**src/rtl/core/mrse_pkg.sv**
```systemverilog
`default_nettype none
// ----------------------------------------------------------------------------
// mrse_pkg
// Shared types, constants and the CRC byte step of the Modbus RTU slave engine.
// ----------------------------------------------------------------------------
package mrse_pkg;

    localparam int BUFFER_BYTES = 32;
    localparam int BUF_AW = $clog2(BUFFER_BYTES);
    localparam int LEN_W = $clog2(BUFFER_BYTES + 1);
    localparam int OUT_DEPTH = 8;
    localparam int OUT_CW = $clog2(OUT_DEPTH + 1);

    localparam logic [7:0] FN_READ = 8'h03;
    localparam logic [7:0] FN_WRITE = 8'h06;
    localparam logic [7:0] EXC_FLAG = 8'h80;
    localparam logic [7:0] EXC_FUNCTION = 8'h01;
    localparam logic [7:0] EXC_ADDRESS = 8'h02;
    localparam logic [7:0] EXC_VALUE = 8'h03;
    localparam logic [7:0] PORT_RESET = 8'hFF;
    localparam logic [7:0] ADDR_RESET = 8'h20;
    localparam logic [7:0] GAP_RESET = 8'd216;
    localparam logic [15:0] REGNUM_RESET = 16'd1;
    localparam logic [15:0] CRC_INIT = 16'hFFFF;
    localparam logic [15:0] CRC_POLY = 16'hA001;

    localparam logic [1:0] CFG_SLAVE_ADDRESS = 2'd0;
    localparam logic [1:0] CFG_GAP_TICKS = 2'd1;
    localparam logic [1:0] CFG_REGISTER_NUMBER = 2'd2;

    typedef enum logic [2:0] {
        ST_IDLE,
        ST_READ,
        ST_CHECK,
        ST_RCRC,
        ST_EMIT
    } back_state_t;

    typedef struct packed {
        logic [LEN_W-1:0] length;
        logic [7:0] pins;
    } job_t;

    typedef struct packed {
        logic [7:0] tx_byte;
        logic last_byte;
        logic [7:0] port_value;
    } out_item_t;

    function automatic logic [15:0] crc_byte(input logic [15:0] crc_in, input logic [7:0] d);
        logic [15:0] c;
        c = crc_in ^ {8'h00, d};
        for (int b = 0; b < 8; b++)
        begin
            if (c[0])
                c = (c >> 1) ^ CRC_POLY;
            else
                c = c >> 1;
        end
        return c;
    endfunction

endpackage
`default_nettype wire

```
**src/rtl/core/mrse_front.sv**
```systemverilog
`default_nettype none
// ----------------------------------------------------------------------------
// mrse_front
// Receive side: frame buffer, byte count and inter-frame gap timer.
// ----------------------------------------------------------------------------
module mrse_front (
    input  wire logic clk,
    input  wire logic rst_n,
    input  wire logic accept,
    input  wire logic action,
    input  wire logic [7:0] rx_byte,
    input  wire logic framing_error,
    input  wire logic [7:0] pin_state,
    input  wire logic [7:0] gap_ticks,
    input  wire logic [mrse_pkg::BUF_AW-1:0] rd_addr,
    output logic [7:0] rd_data,
    output logic job_push,
    output mrse_pkg::job_t job
);

    logic [7:0] mem [mrse_pkg::BUFFER_BYTES];
    logic receiving_reg, receiving_next;
    logic [mrse_pkg::LEN_W-1:0] length_reg, length_next;
    logic [7:0] gap_reg, gap_next;
    logic wr_en;
    logic [mrse_pkg::BUF_AW-1:0] wr_addr;
    logic [mrse_pkg::LEN_W-1:0] base;
    logic [7:0] g;

    always_comb
    begin
        receiving_next = receiving_reg;
        length_next = length_reg;
        gap_next = gap_reg;
        wr_en = 1'b0;
        wr_addr = '0;
        job_push = 1'b0;
        base = receiving_reg ? length_reg : '0;
        g = (gap_reg == 8'hFF) ? gap_reg : gap_reg + 8'd1;
        job.length = length_reg;
        job.pins = pin_state;
        if (accept)
        begin
            if (!action)
            begin
                if (!framing_error)
                begin
                    receiving_next = 1'b1;
                    gap_next = '0;
                    wr_en = 1'b1;
                    if (base < mrse_pkg::LEN_W'(mrse_pkg::BUFFER_BYTES))
                    begin
                        wr_addr = base[mrse_pkg::BUF_AW-1:0];
                        length_next = base + 1'b1;
                    end
                    else
                    begin
                        wr_addr = mrse_pkg::BUF_AW'(mrse_pkg::BUFFER_BYTES - 1);
                        length_next = base;
                    end
                end
            end
            else if (receiving_reg)
            begin
                if (g >= gap_ticks)
                begin
                    receiving_next = 1'b0;
                    gap_next = '0;
                    job_push = 1'b1;
                end
                else
                begin
                    gap_next = g;
                end
            end
        end
    end

    always_ff @(posedge clk or negedge rst_n)
    begin
        if (!rst_n)
        begin
            receiving_reg <= 1'b0;
            length_reg <= '0;
            gap_reg <= '0;
        end
        else
        begin
            receiving_reg <= receiving_next;
            length_reg <= length_next;
            gap_reg <= gap_next;
        end
    end

    always_ff @(posedge clk)
    begin
        if (wr_en)
            mem[wr_addr] <= rx_byte;
        rd_data <= mem[rd_addr];
    end

endmodule
`default_nettype wire

```
**src/rtl/core/mrse_out_fifo.sv**
```systemverilog
`default_nettype none
// ----------------------------------------------------------------------------
// mrse_out_fifo
// Queue of reply bytes waiting to be taken by the transmitter.
// ----------------------------------------------------------------------------
module mrse_out_fifo (
    input  wire logic clk,
    input  wire logic rst_n,
    input  wire logic wr_en,
    input  mrse_pkg::out_item_t wr_item,
    input  wire logic rd_en,
    output mrse_pkg::out_item_t rd_item,
    output logic empty,
    output logic [mrse_pkg::OUT_CW-1:0] count
);

    localparam int AW = $clog2(mrse_pkg::OUT_DEPTH);

    mrse_pkg::out_item_t mem [mrse_pkg::OUT_DEPTH];
    logic [AW-1:0] wp_reg, rp_reg;
    logic [mrse_pkg::OUT_CW-1:0] count_reg;

    assign empty = (count_reg == '0);
    assign count = count_reg;
    assign rd_item = mem[rp_reg];

    always_ff @(posedge clk or negedge rst_n)
    begin
        if (!rst_n)
        begin
            wp_reg <= '0;
            rp_reg <= '0;
            count_reg <= '0;
        end
        else
        begin
            if (wr_en)
                wp_reg <= wp_reg + 1'b1;
            if (rd_en)
                rp_reg <= rp_reg + 1'b1;
            if (wr_en && !rd_en)
                count_reg <= count_reg + 1'b1;
            else if (rd_en && !wr_en)
                count_reg <= count_reg - 1'b1;
        end
    end

    always_ff @(posedge clk)
    begin
        if (wr_en)
            mem[wp_reg] <= wr_item;
    end

endmodule
`default_nettype wire

```
**src/rtl/core/mrse_back.sv**
```systemverilog
`default_nettype none
// ----------------------------------------------------------------------------
// mrse_back
// Frame checker and reply builder, fed through a one-entry job queue.
// ----------------------------------------------------------------------------
module mrse_back (
    input  wire logic clk,
    input  wire logic rst_n,
    input  wire logic job_push,
    input  mrse_pkg::job_t job,
    input  wire logic [7:0] slave_address,
    input  wire logic [15:0] register_number,
    input  wire logic fifo_empty,
    output logic [mrse_pkg::BUF_AW-1:0] rd_addr,
    input  wire logic [7:0] rd_data,
    output logic busy,
    output logic out_push,
    output mrse_pkg::out_item_t out_item
);

    localparam int LW = mrse_pkg::LEN_W;

    mrse_pkg::back_state_t state_reg, state_next;
    logic job_valid_reg, job_valid_next;
    mrse_pkg::job_t job_reg;
    logic [LW-1:0] n_reg, n_next;
    logic [7:0] pins_reg, pins_next;
    logic [LW-1:0] cnt_reg, cnt_next;
    logic pv_reg, pv_next;
    logic [LW-1:0] pidx_reg, pidx_next;
    logic [15:0] crc_reg, crc_next;
    logic [15:0] got_reg, got_next;
    logic [7:0] hdr_reg [8];
    logic [7:0] hdr_next [8];
    logic [7:0] r_reg [8];
    logic [7:0] r_next [8];
    logic [3:0] rlen_reg, rlen_next;
    logic [3:0] ccount_reg, ccount_next;
    logic [3:0] k_reg, k_next;
    logic [7:0] port_reg, port_next;
    logic [15:0] addr_f, val_f;

    assign busy = job_valid_reg || (state_reg != mrse_pkg::ST_IDLE);
    assign addr_f = {hdr_reg[2], hdr_reg[3]};
    assign val_f = {hdr_reg[4], hdr_reg[5]};

    always_comb
    begin
        state_next = state_reg;
        job_valid_next = job_valid_reg;
        n_next = n_reg;
        pins_next = pins_reg;
        cnt_next = cnt_reg;
        pv_next = 1'b0;
        pidx_next = pidx_reg;
        crc_next = crc_reg;
        got_next = got_reg;
        hdr_next = hdr_reg;
        r_next = r_reg;
        rlen_next = rlen_reg;
        ccount_next = ccount_reg;
        k_next = k_reg;
        port_next = port_reg;
        rd_addr = cnt_reg[mrse_pkg::BUF_AW-1:0];
        out_push = 1'b0;
        out_item.tx_byte = r_reg[k_reg[2:0]];
        out_item.last_byte = (k_reg == rlen_reg - 4'd1);
        out_item.port_value = port_reg;
        if (job_push)
            job_valid_next = 1'b1;
        case (state_reg)
            mrse_pkg::ST_IDLE:
            begin
                if (job_valid_reg && fifo_empty)
                begin
                    job_valid_next = 1'b0;
                    if (job_reg.length >= LW'(4))
                    begin
                        n_next = job_reg.length;
                        pins_next = job_reg.pins;
                        cnt_next = '0;
                        crc_next = mrse_pkg::CRC_INIT;
                        for (int i = 0; i < 8; i++)
                            hdr_next[i] = '0;
                        state_next = mrse_pkg::ST_READ;
                    end
                end
            end
            mrse_pkg::ST_READ:
            begin
                if (cnt_reg < n_reg)
                begin
                    cnt_next = cnt_reg + 1'b1;
                    pv_next = 1'b1;
                    pidx_next = cnt_reg;
                end
                if (pv_reg)
                begin
                    if (pidx_reg < n_reg - LW'(2))
                        crc_next = mrse_pkg::crc_byte(crc_reg, rd_data);
                    if (pidx_reg < LW'(8))
                        hdr_next[pidx_reg[2:0]] = rd_data;
                    if (pidx_reg == n_reg - LW'(2))
                        got_next[7:0] = rd_data;
                    if (pidx_reg == n_reg - LW'(1))
                        got_next[15:8] = rd_data;
                end
                if (cnt_reg == n_reg && !pv_reg)
                    state_next = mrse_pkg::ST_CHECK;
            end
            mrse_pkg::ST_CHECK:
            begin
                k_next = '0;
                crc_next = mrse_pkg::CRC_INIT;
                r_next[0] = slave_address;
                r_next[1] = hdr_reg[1] + mrse_pkg::EXC_FLAG;
                rlen_next = 4'd5;
                ccount_next = 4'd3;
                state_next = mrse_pkg::ST_RCRC;
                if (hdr_reg[0] != slave_address || crc_reg != got_reg)
                begin
                    state_next = mrse_pkg::ST_IDLE;
                end
                else
                begin
                    case (hdr_reg[1])
                        mrse_pkg::FN_READ:
                        begin
                            if (addr_f != register_number || val_f != 16'd1)
                            begin
                                r_next[2] = mrse_pkg::EXC_ADDRESS;
                            end
                            else
                            begin
                                r_next[1] = mrse_pkg::FN_READ;
                                r_next[2] = 8'h02;
                                r_next[3] = 8'h00;
                                r_next[4] = pins_reg;
                                rlen_next = 4'd7;
                                ccount_next = 4'd5;
                            end
                        end
                        mrse_pkg::FN_WRITE:
                        begin
                            if (addr_f != register_number)
                                r_next[2] = mrse_pkg::EXC_ADDRESS;
                            else if (val_f > 16'h00FF)
                                r_next[2] = mrse_pkg::EXC_VALUE;
                            else
                            begin
                                port_next = val_f[7:0];
                                r_next = hdr_reg;
                                rlen_next = 4'd8;
                                state_next = mrse_pkg::ST_EMIT;
                            end
                        end
                        default:
                        begin
                            r_next[2] = mrse_pkg::EXC_FUNCTION;
                        end
                    endcase
                end
            end
            mrse_pkg::ST_RCRC:
            begin
                if (k_reg < ccount_reg)
                begin
                    crc_next = mrse_pkg::crc_byte(crc_reg, r_reg[k_reg[2:0]]);
                    k_next = k_reg + 4'd1;
                end
                else
                begin
                    r_next[ccount_reg[2:0]] = crc_reg[7:0];
                    r_next[ccount_reg[2:0] + 3'd1] = crc_reg[15:8];
                    k_next = '0;
                    state_next = mrse_pkg::ST_EMIT;
                end
            end
            mrse_pkg::ST_EMIT:
            begin
                out_push = 1'b1;
                k_next = k_reg + 4'd1;
                if (k_reg == rlen_reg - 4'd1)
                    state_next = mrse_pkg::ST_IDLE;
            end
            default:
            begin
                state_next = mrse_pkg::ST_IDLE;
            end
        endcase
    end

    always_ff @(posedge clk or negedge rst_n)
    begin
        if (!rst_n)
        begin
            state_reg <= mrse_pkg::ST_IDLE;
            job_valid_reg <= 1'b0;
            cnt_reg <= '0;
            pv_reg <= 1'b0;
            k_reg <= '0;
            port_reg <= mrse_pkg::PORT_RESET;
        end
        else
        begin
            state_reg <= state_next;
            job_valid_reg <= job_valid_next;
            cnt_reg <= cnt_next;
            pv_reg <= pv_next;
            k_reg <= k_next;
            port_reg <= port_next;
        end
    end

    always_ff @(posedge clk)
    begin
        if (job_push)
            job_reg <= job;
        n_reg <= n_next;
        pins_reg <= pins_next;
        pidx_reg <= pidx_next;
        crc_reg <= crc_next;
        got_reg <= got_next;
        hdr_reg <= hdr_next;
        r_reg <= r_next;
        rlen_reg <= rlen_next;
        ccount_reg <= ccount_next;
    end

endmodule
`default_nettype wire

```
**src/rtl/core/modbus_rtu_slave_frame_engine.sv**
```systemverilog
`default_nettype none
// ----------------------------------------------------------------------------
// modbus_rtu_slave_frame_engine
// Modbus RTU slave: collects received bytes, ends frames on an idle gap and
// queues the reply bytes.
// ----------------------------------------------------------------------------
// Each input item is a received byte or a timer tick, offered with push and
// taken when full is low. The tick that ends a frame hands it to the back
// part, which reads the frame buffer one byte a cycle through its registered
// port, checks address and CRC, builds the reply and, but for a write echo,
// computes its CRC one byte a cycle. A frame keeps full high until the back
// part is done with it, plus the time the result queue needs to drain, since
// a reply starts only into an empty queue. Reply bytes appear as result
// items while empty is low and leave on pop; a stalled receiver only holds
// the queue, and a new frame then waits.
// Configuration is written through cfg_write, cfg_index and cfg_data.
// Reset empties both queues, clears the receiver and sets the output port to
// all ones and the registers to their default values.
// ----------------------------------------------------------------------------
module modbus_rtu_slave_frame_engine (
    input  wire logic clk,
    input  wire logic rst_n,
    input  wire logic push,
    output logic full,
    input  wire logic action,
    input  wire logic [7:0] rx_byte,
    input  wire logic framing_error,
    input  wire logic [7:0] pin_state,
    output logic empty,
    input  wire logic pop,
    output logic [7:0] tx_byte,
    output logic last_byte,
    output logic [7:0] port_value,
    input  wire logic cfg_write,
    input  wire logic [1:0] cfg_index,
    input  wire logic [15:0] cfg_data
);

    logic [7:0] slave_address_reg;
    logic [7:0] gap_ticks_reg;
    logic [15:0] register_number_reg;
    logic accept, job_push, busy, res_push;
    mrse_pkg::job_t job;
    logic [mrse_pkg::BUF_AW-1:0] rd_addr;
    logic [7:0] rd_data;
    mrse_pkg::out_item_t res_in, res_out;
    logic [mrse_pkg::OUT_CW-1:0] res_count;

    assign full = busy;
    assign accept = push && !full;
    assign tx_byte = res_out.tx_byte;
    assign last_byte = res_out.last_byte;
    assign port_value = res_out.port_value;

    always_ff @(posedge clk or negedge rst_n)
    begin
        if (!rst_n)
        begin
            slave_address_reg <= mrse_pkg::ADDR_RESET;
            gap_ticks_reg <= mrse_pkg::GAP_RESET;
            register_number_reg <= mrse_pkg::REGNUM_RESET;
        end
        else if (cfg_write)
        begin
            case (cfg_index)
                mrse_pkg::CFG_SLAVE_ADDRESS: slave_address_reg <= cfg_data[7:0];
                mrse_pkg::CFG_GAP_TICKS: gap_ticks_reg <= cfg_data[7:0];
                mrse_pkg::CFG_REGISTER_NUMBER: register_number_reg <= cfg_data;
                default: ;
            endcase
        end
    end

    mrse_front u_front (
        .clk(clk),
        .rst_n(rst_n),
        .accept(accept),
        .action(action),
        .rx_byte(rx_byte),
        .framing_error(framing_error),
        .pin_state(pin_state),
        .gap_ticks(gap_ticks_reg),
        .rd_addr(rd_addr),
        .rd_data(rd_data),
        .job_push(job_push),
        .job(job)
    );

    mrse_back u_back (
        .clk(clk),
        .rst_n(rst_n),
        .job_push(job_push),
        .job(job),
        .slave_address(slave_address_reg),
        .register_number(register_number_reg),
        .fifo_empty(empty),
        .rd_addr(rd_addr),
        .rd_data(rd_data),
        .busy(busy),
        .out_push(res_push),
        .out_item(res_in)
    );

    mrse_out_fifo u_out (
        .clk(clk),
        .rst_n(rst_n),
        .wr_en(res_push),
        .wr_item(res_in),
        .rd_en(pop && !empty),
        .rd_item(res_out),
        .empty(empty),
        .count(res_count)
    );

`ifndef SYNTHESIS
    a_no_overflow: assert property (@(posedge clk) disable iff (!rst_n)
        !(res_push && !(pop && !empty) && res_count == mrse_pkg::OUT_CW'(mrse_pkg::OUT_DEPTH)))
        else $error("Result queue overflow.");
    a_push_busy: assert property (@(posedge clk) disable iff (!rst_n)
        res_push |-> busy)
        else $error("Result item written while the back part is idle.");
    a_job_stalls: assert property (@(posedge clk) disable iff (!rst_n)
        job_push |=> full)
        else $error("Input taken while a frame is pending.");
`endif

endmodule
`default_nettype wire

```
**config.mk**
```make
export PLATFORM = sky130hd
export DESIGN_NAME = modbus_rtu_slave_frame_engine
export DESIGN_NICKNAME = d
export VERILOG_FILES = /design/src/rtl/core/mrse_pkg.sv /design/src/rtl/core/mrse_front.sv /design/src/rtl/core/mrse_out_fifo.sv /design/src/rtl/core/mrse_back.sv /design/src/rtl/core/modbus_rtu_slave_frame_engine.sv
export SDC_FILE = /design/constraint.sdc
export NUM_CORES = 1
export LEC_CHECK = 0
export BUFFER_PORTS_ARGS = -buffer_cell sky130_fd_sc_hd__buf_2
export CORE_UTILIZATION = 33
export CTS_CLUSTER_SIZE = 24
export DETAILED_ROUTE_END_ITERATION = 6
export PLACE_DENSITY = 0.48
export SYNTH_ARGS = -nofsm -noshare
export SYNTH_HDL_FRONTEND = slang
export SYNTH_SLANG_ARGS = --single-unit
```
**constraint.sdc**
```tcl
create_clock -name clk -period 15.78 [get_ports clk]
set_clock_uncertainty 0.05 [all_clocks]
set_input_delay 2.367 -clock clk [delete_from_list [all_inputs] [get_ports clk]]
set_output_delay 2.367 -clock clk [all_outputs]
set_load 0.01 [all_outputs]
```
==> qor.yml, run 1 <==
status: "finished, final reports clean"
core_mm2: 0.0882
die_x_um: 300
finalHoldViolations: 0
drc: 0
syn_inst: 1797
ys_warn_count: 0
path_max_fanout: 21
cts.sink_count: 679
reg2reg_depth: 15
n_fill_cell: 8168
first_iter_violations: 1388
synth_area_leaders: "edfxtp_1 60%, mux4_2 9.5%, dfrtp_1 5.6%"
grt_pass1_wl_um: 114000
path_clk_slew_ns: 0.06
syn_area_mm2: 0.0294
cts_hold_buf: 0
post_cts_resized: 0
cts_inserted_buffers: 76
whs_ns: 0.369
clkLatencyLatePin_ns: 0.64
required_ns: 13.36
syn_nets: 1875
synth_top_area_share_pct: 60.4
dp_hpwl_um: 51300
r2r-start: "u_front.gap_reg[0]"
hp-class: "flip-flop to flip-flop"
vias_per_cell: 5.12
largest_register_ffs: 256
holdPathEnd: "u_back.pins_reg[0]"
cts_max_level: 3
cts_max_path_buffers: 3
layout_common_cells: "591 x edfxtp_1, 147 x nor2_1, 124 x mux4_2"
clockRootBuffer: "clkbuf_16"
path_class: "flip-flop to output pin"
gp_congestion: 0.875
ios: 60
cts_tree: "done"
worst_slack_ns: 10.65
final_cells: 3100
die-area_mm2: 0.0902
finalSetupViolations: 0
start_util_pct: 33.3
synth_edf_count: 591
grt_max_degree: 69
synth_seq_cells: 679
antenna_found_initial: 0
worstHoldStart: "u_back.job_reg[0]"
ys_seq_area_share_pct: 67.8
worstPathArrival_ns: 2.72
p_leak_nw: 10.9
fp.dieH_um: 300
r2r_setup_slack_ns: 11.54
final_common_cell: "edfxtp_1"
synthFlopType: "edfxtp_1"
fin_crit_ns: 5.13
ys_types: 59
drt_pass1_iterations: 6
finalNetCount: 1952
r2r_end: "u_front.gap_reg[3]"
critPathLaunchType: "flip-flop"
grt.overflow.total: 0
power_density_mw_per_mm2: 112
syn_to_final_growth_pct: 14.0
relSlewSlack_pct: 17.0
dp_cells: 2961
avgSynthCellArea_um2: 16.3
cap_violations: 0
tightest_slew_ns: 1.24
ant_nets: 0
max_freq_ghz: 0.195
setup_tns_ns: 0
pre_cts_ws_ns: 10.98
drive_gt1_share_pct: 23.1
peakVddDrop_mv: 0.0879
routed-via-count: 15900
placement.io_buffers: 59
wl_um: 76600
worstHoldPathCells: 0
post-route-period-util_pct: 32.5
critPathLaunch: "u_out.rp_reg[1]"
synth_largest_area_cell: "edfxtp_1"
rsz0062_at_grt: "false"
maxSlewViolCount: 0
wl_per_cell_um: 24.7
rows: 109
grt_pass1_vias: 16400
postCtsSetupBuffers: 0
crit_path_end_kind: "output pin"
async_flop_share_pct: 11.8
grt_usage_pct: 17.2
[cell type report]
| cell class | count | area [um^2] | share of cell area [%] |
|---|---|---|---|
| antenna | 1 | 2.50 | 0.00747 |
| clock buffer | 93 | 2020 | 6.02 |
| clock inverter | 45 | 408 | 1.22 |
| inverter | 40 | 150 | 0.448 |
| multi-input combinational | 979 | 8940 | 26.7 |
| sequential | 679 | 19900 | 59.5 |
| tap | 1165 | 1460 | 4.35 |
| timing repair buffer | 98 | 591 | 1.76 |
[stage by stage]
stage	total power, mW	util, %	instance area, um^2
6_report	3.76	38.0	33500
5_1_grt	3.87	38.0	33500
4_1_cts	3.80	38.0	33500
3_5_place_dp	2.08	35.2	31100
3_3_place_gp	2.08	35.2	31100
2_1_floorplan	2.03	-	29400
[synthesized netlist by cell type (3+ instances only)]
master and number:
nor2b_1 9, a21o_1 11, a32o_1 3, buf_1 23
edfxtp_1 591, o21a_1 3, o21ai_0 28, mux4_2 124
a31oi_1 4, nor3b_1 3, mux2i_1 75, and2_1 5
nor3_1 19, xnor2_1 59, a21oi_1 22, nand2b_1 17
nand2_1 114, buf_2 6, nand4_1 9, or4_1 3
a22o_1 55, ha_1 36, dfxtp_1 8, clkbuf_1 66
dfstp_2 14, or3_1 8, inv_1 40, nor2_1 153
and2_0 3, xor2_1 51, mux2_2 77, nor4_1 13
dfrtp_1 66, o221ai_1 4, o211ai_1 3, nand3b_1 5
mux4_1 3, nand3_1 35
[cell families (layout without fill, tap and decap cells)]
logic type,count (synthesis),count (layout),synth area share [%]
muxes,280,280,15.4
DFF,679,679,67.8
AOI/OAI and AO/OA,147,147,3.66
and+or+nand+nor,402,402,6.15
xor gates and xnor gates,113,113,3.49
adders and majority gates,37,37,1.60
buffers and inverters,139,276,1.92
other,0,1,0
[worst max path at each step]
| stage | slack, ns | cells after the start | end |
|---|---|---|---|
| floorplan | 7.54 | 6 | u_back.addr_f[0] |
| global placement | 11.02 | 7 | u_front.mem[23][3] |
| detailed placement | 10.98 | 7 | u_front.mem[23][3] |
| CTS | 10.53 | 4 | tx_byte[7] |
| global route | 10.44 | 4 | tx_byte[7] |
| finish | 10.65 | 4 | tx_byte[7] |
[worst max-delay path, cell delays in order, from the launching register on]
cell     delay (ns)
dfrtp_1        0.83
buf_4          0.44
mux4_2         0.35
mux2_2         0.30
buf_2          0.15
[where the power goes]
part / internal, mW / switching, mW
sequential: 1.96 / 0.0190
combinational: 0.0258 / 0.0365
clock: 0.974 / 0.745
total: 2.96 / 0.801
[metal layers]
layer / global-route usage (%) / wire length (um)
met1: 22.8 / 32900
met2: 29.3 / 38600
met3: 2.40 / 3190
met4: 4.91 / 1830
met5: 0 / 0
Note: power is estimated with default switching activity, not from simulation.
==> inputs of run 2 (changes only) <==
Settings changed: PLACE_DENSITY 0.48 to 0.5.
Clock period 15.78 ns to 4.4 ns, I/O delays scaled along.
==> run 2 against run 1 <==
Sequential power grew to 3.6 times the previous value. Total power grew to 3.6 times the previous value. Die area stayed put. Register-to-register slack worse by 11 ns. Final cell count is 0.87% higher. Clock power grew to 3.6 times the previous value. Count of clock-buffer cells in the layout is 3 higher. Setup slack worse by 9.9 ns. Core utilization is 0.33 points higher. Global-route usage is 0.28 points lower. Critical path depth is 6 higher. Flip-flop and latch count stayed put. Critical path type is now flip-flop to flip-flop. Largest cell class unchanged. Largest power group unchanged.
==> qor.yml, run 2 (synthesis gave the netlist of run 1 again) <==
placement.io_buffers: 59
wl_per_cell_um: 24.1
drc: 0
required_ns: 4.69
finalHoldViolations: 0
rows: 109
fp.dieH_um: 300
gp_congestion: 0.907
max_freq_ghz: 0.274
core_mm2: 0.0882
largest_register_ffs: 256
r2r_setup_slack_ns: 0.75
path_max_fanout: 17
pre_cts_ws_ns: 0.737
finalNetCount: 1980
grt_pass1_wl_um: 111000
cts_max_level: 3
path_class: "flip-flop to flip-flop"
crit_slowest_cell: "dfrtp_1"
cap_violations: 0
dp_cells: 2991
maxSlewViolCount: 0
relSlewSlack_pct: 21.1
whs_ns: 0.177
vias_per_cell: 5.10
rsz0062_at_grt: "false"
final_common_cell: "edfxtp_1"
cts_hold_buf: 0
worstPathArrival_ns: 3.94
cts.sink_count: 679
hp-class: "primary input to asynchronous set/reset pin"
worst_slack_ns: 0.755
final_util_pct: 38.3
diodes: 0
grt.overflow.total: 0
fin_crit_ns: 3.65
cts_tree: "done"
grt_pass1_vias: 16200
path_clk_slew_ns: 0.06
power_mw: 13.6
die-area_mm2: 0.0902
cts_max_path_buffers: 3
grt_max_degree: 69
cts_inserted_buffers: 74
syn_to_final_growth_pct: 15.0
die_x_um: 300
layout_common_cells: "591 x edfxtp_1, 147 x nor2_1, 124 x mux4_2"
fin_area_mm2: 0.0338
final_cells: 3127
start_util_pct: 33.3
placed_area_mm2: 0.0313
peakVddDrop_mv: 0.377
post-route-period-util_pct: 82.8
p_leak_nw: 11.1
clkLatencyLatePin_ns: 0.63
antenna_found_initial: 1
setup_tns_ns: 0
status: "finished, final reports clean"
grt_usage_pct: 16.9
critPathLaunchType: "flip-flop"
drive_gt1_share_pct: 24.1
path_cells: "buf_4 > mux4_2 > mux2_2 > xnor2_1 > xnor2_1 > xnor3_1 > xor2_1 > a21oi_2 > xnor2_1 > nand2_1"
wl_um: 75400
drt_pass1_iterations: 5
dp_hpwl_um: 51200
first_iter_violations: 1293
crit_top_cell: "xnor2_1"
postCtsSetupBuffers: 0
finalSetupViolations: 0
routed-via-count: 15900
power_density_mw_per_mm2: 402
ant_nets: 0
ios: 60
tightest_slew_ns: 1.18
crit_path_end_kind: "flip-flop"
cp_slowest_stage_delay_ns: 0.79
clockRootBuffer: "clkbuf_16"
post_cts_resized: 0
==> run 2: cell types whose count changed in the layout (fill, tap and decap cells not counted), sizes merged <==
cell	delta
buf	+30
bufinv	+5
inv	-4
clkbuf	+3
clkinv	-3
clkinvlp	-3
diode	-1
==> run 2: layout make-up <==
cell class                 instances  area (um^2)
inverter                          40          150
fill                            8093        54400
clock buffer                      96         1990
tap                             1165         1460
multi-input combinational        979         8960
clock inverter                    40          480
timing repair buffer             128          828
sequential                       679        19900
==> run 2: routing by layer <==
metal	GRT usage (%)	routed length [um]	up-vias
met1	22.4	31700	8241
met4	4.92	1770	0
li1	-	-	7116
met2	28.4	37800	470
met3	2.80	4130	111
met5	0	0	-
==> run 2: worst paths after layout <==
path,from,end,cells past startpoint
max in group asynchronous,rst_n,u_back.cnt_reg[0],1
max,u_back.k_reg[1],u_back.crc_reg[0],10
min reg2reg,u_back.job_reg[4],u_back.pins_reg[4],0
min in group clk,pin_state[5],u_back.job_reg[5],1
max reg2reg,u_back.k_reg[1],u_back.crc_reg[0],10
min,rst_n,u_out.wp_reg[2],1
==> run 2: critical path: cells and delay by family (launching register included) <==
family                 cells  cell delay (ns)
XOR/XNOR                   5             1.23
buffers and inverters      1             0.34
multiplexers               2             0.70
AND/OR/NAND/NOR            1             0.09
flip-flops                 1             0.79
AO/OA/AOI/OAI              1             0.18
==> run 2: report_power, final <==
part	total [mW]	internal [mW]	switching [mW]
Combinational	0.232	0.0927	0.139
Sequential	7.08	7.02	0.0662
Clock	6.27	3.69	2.58
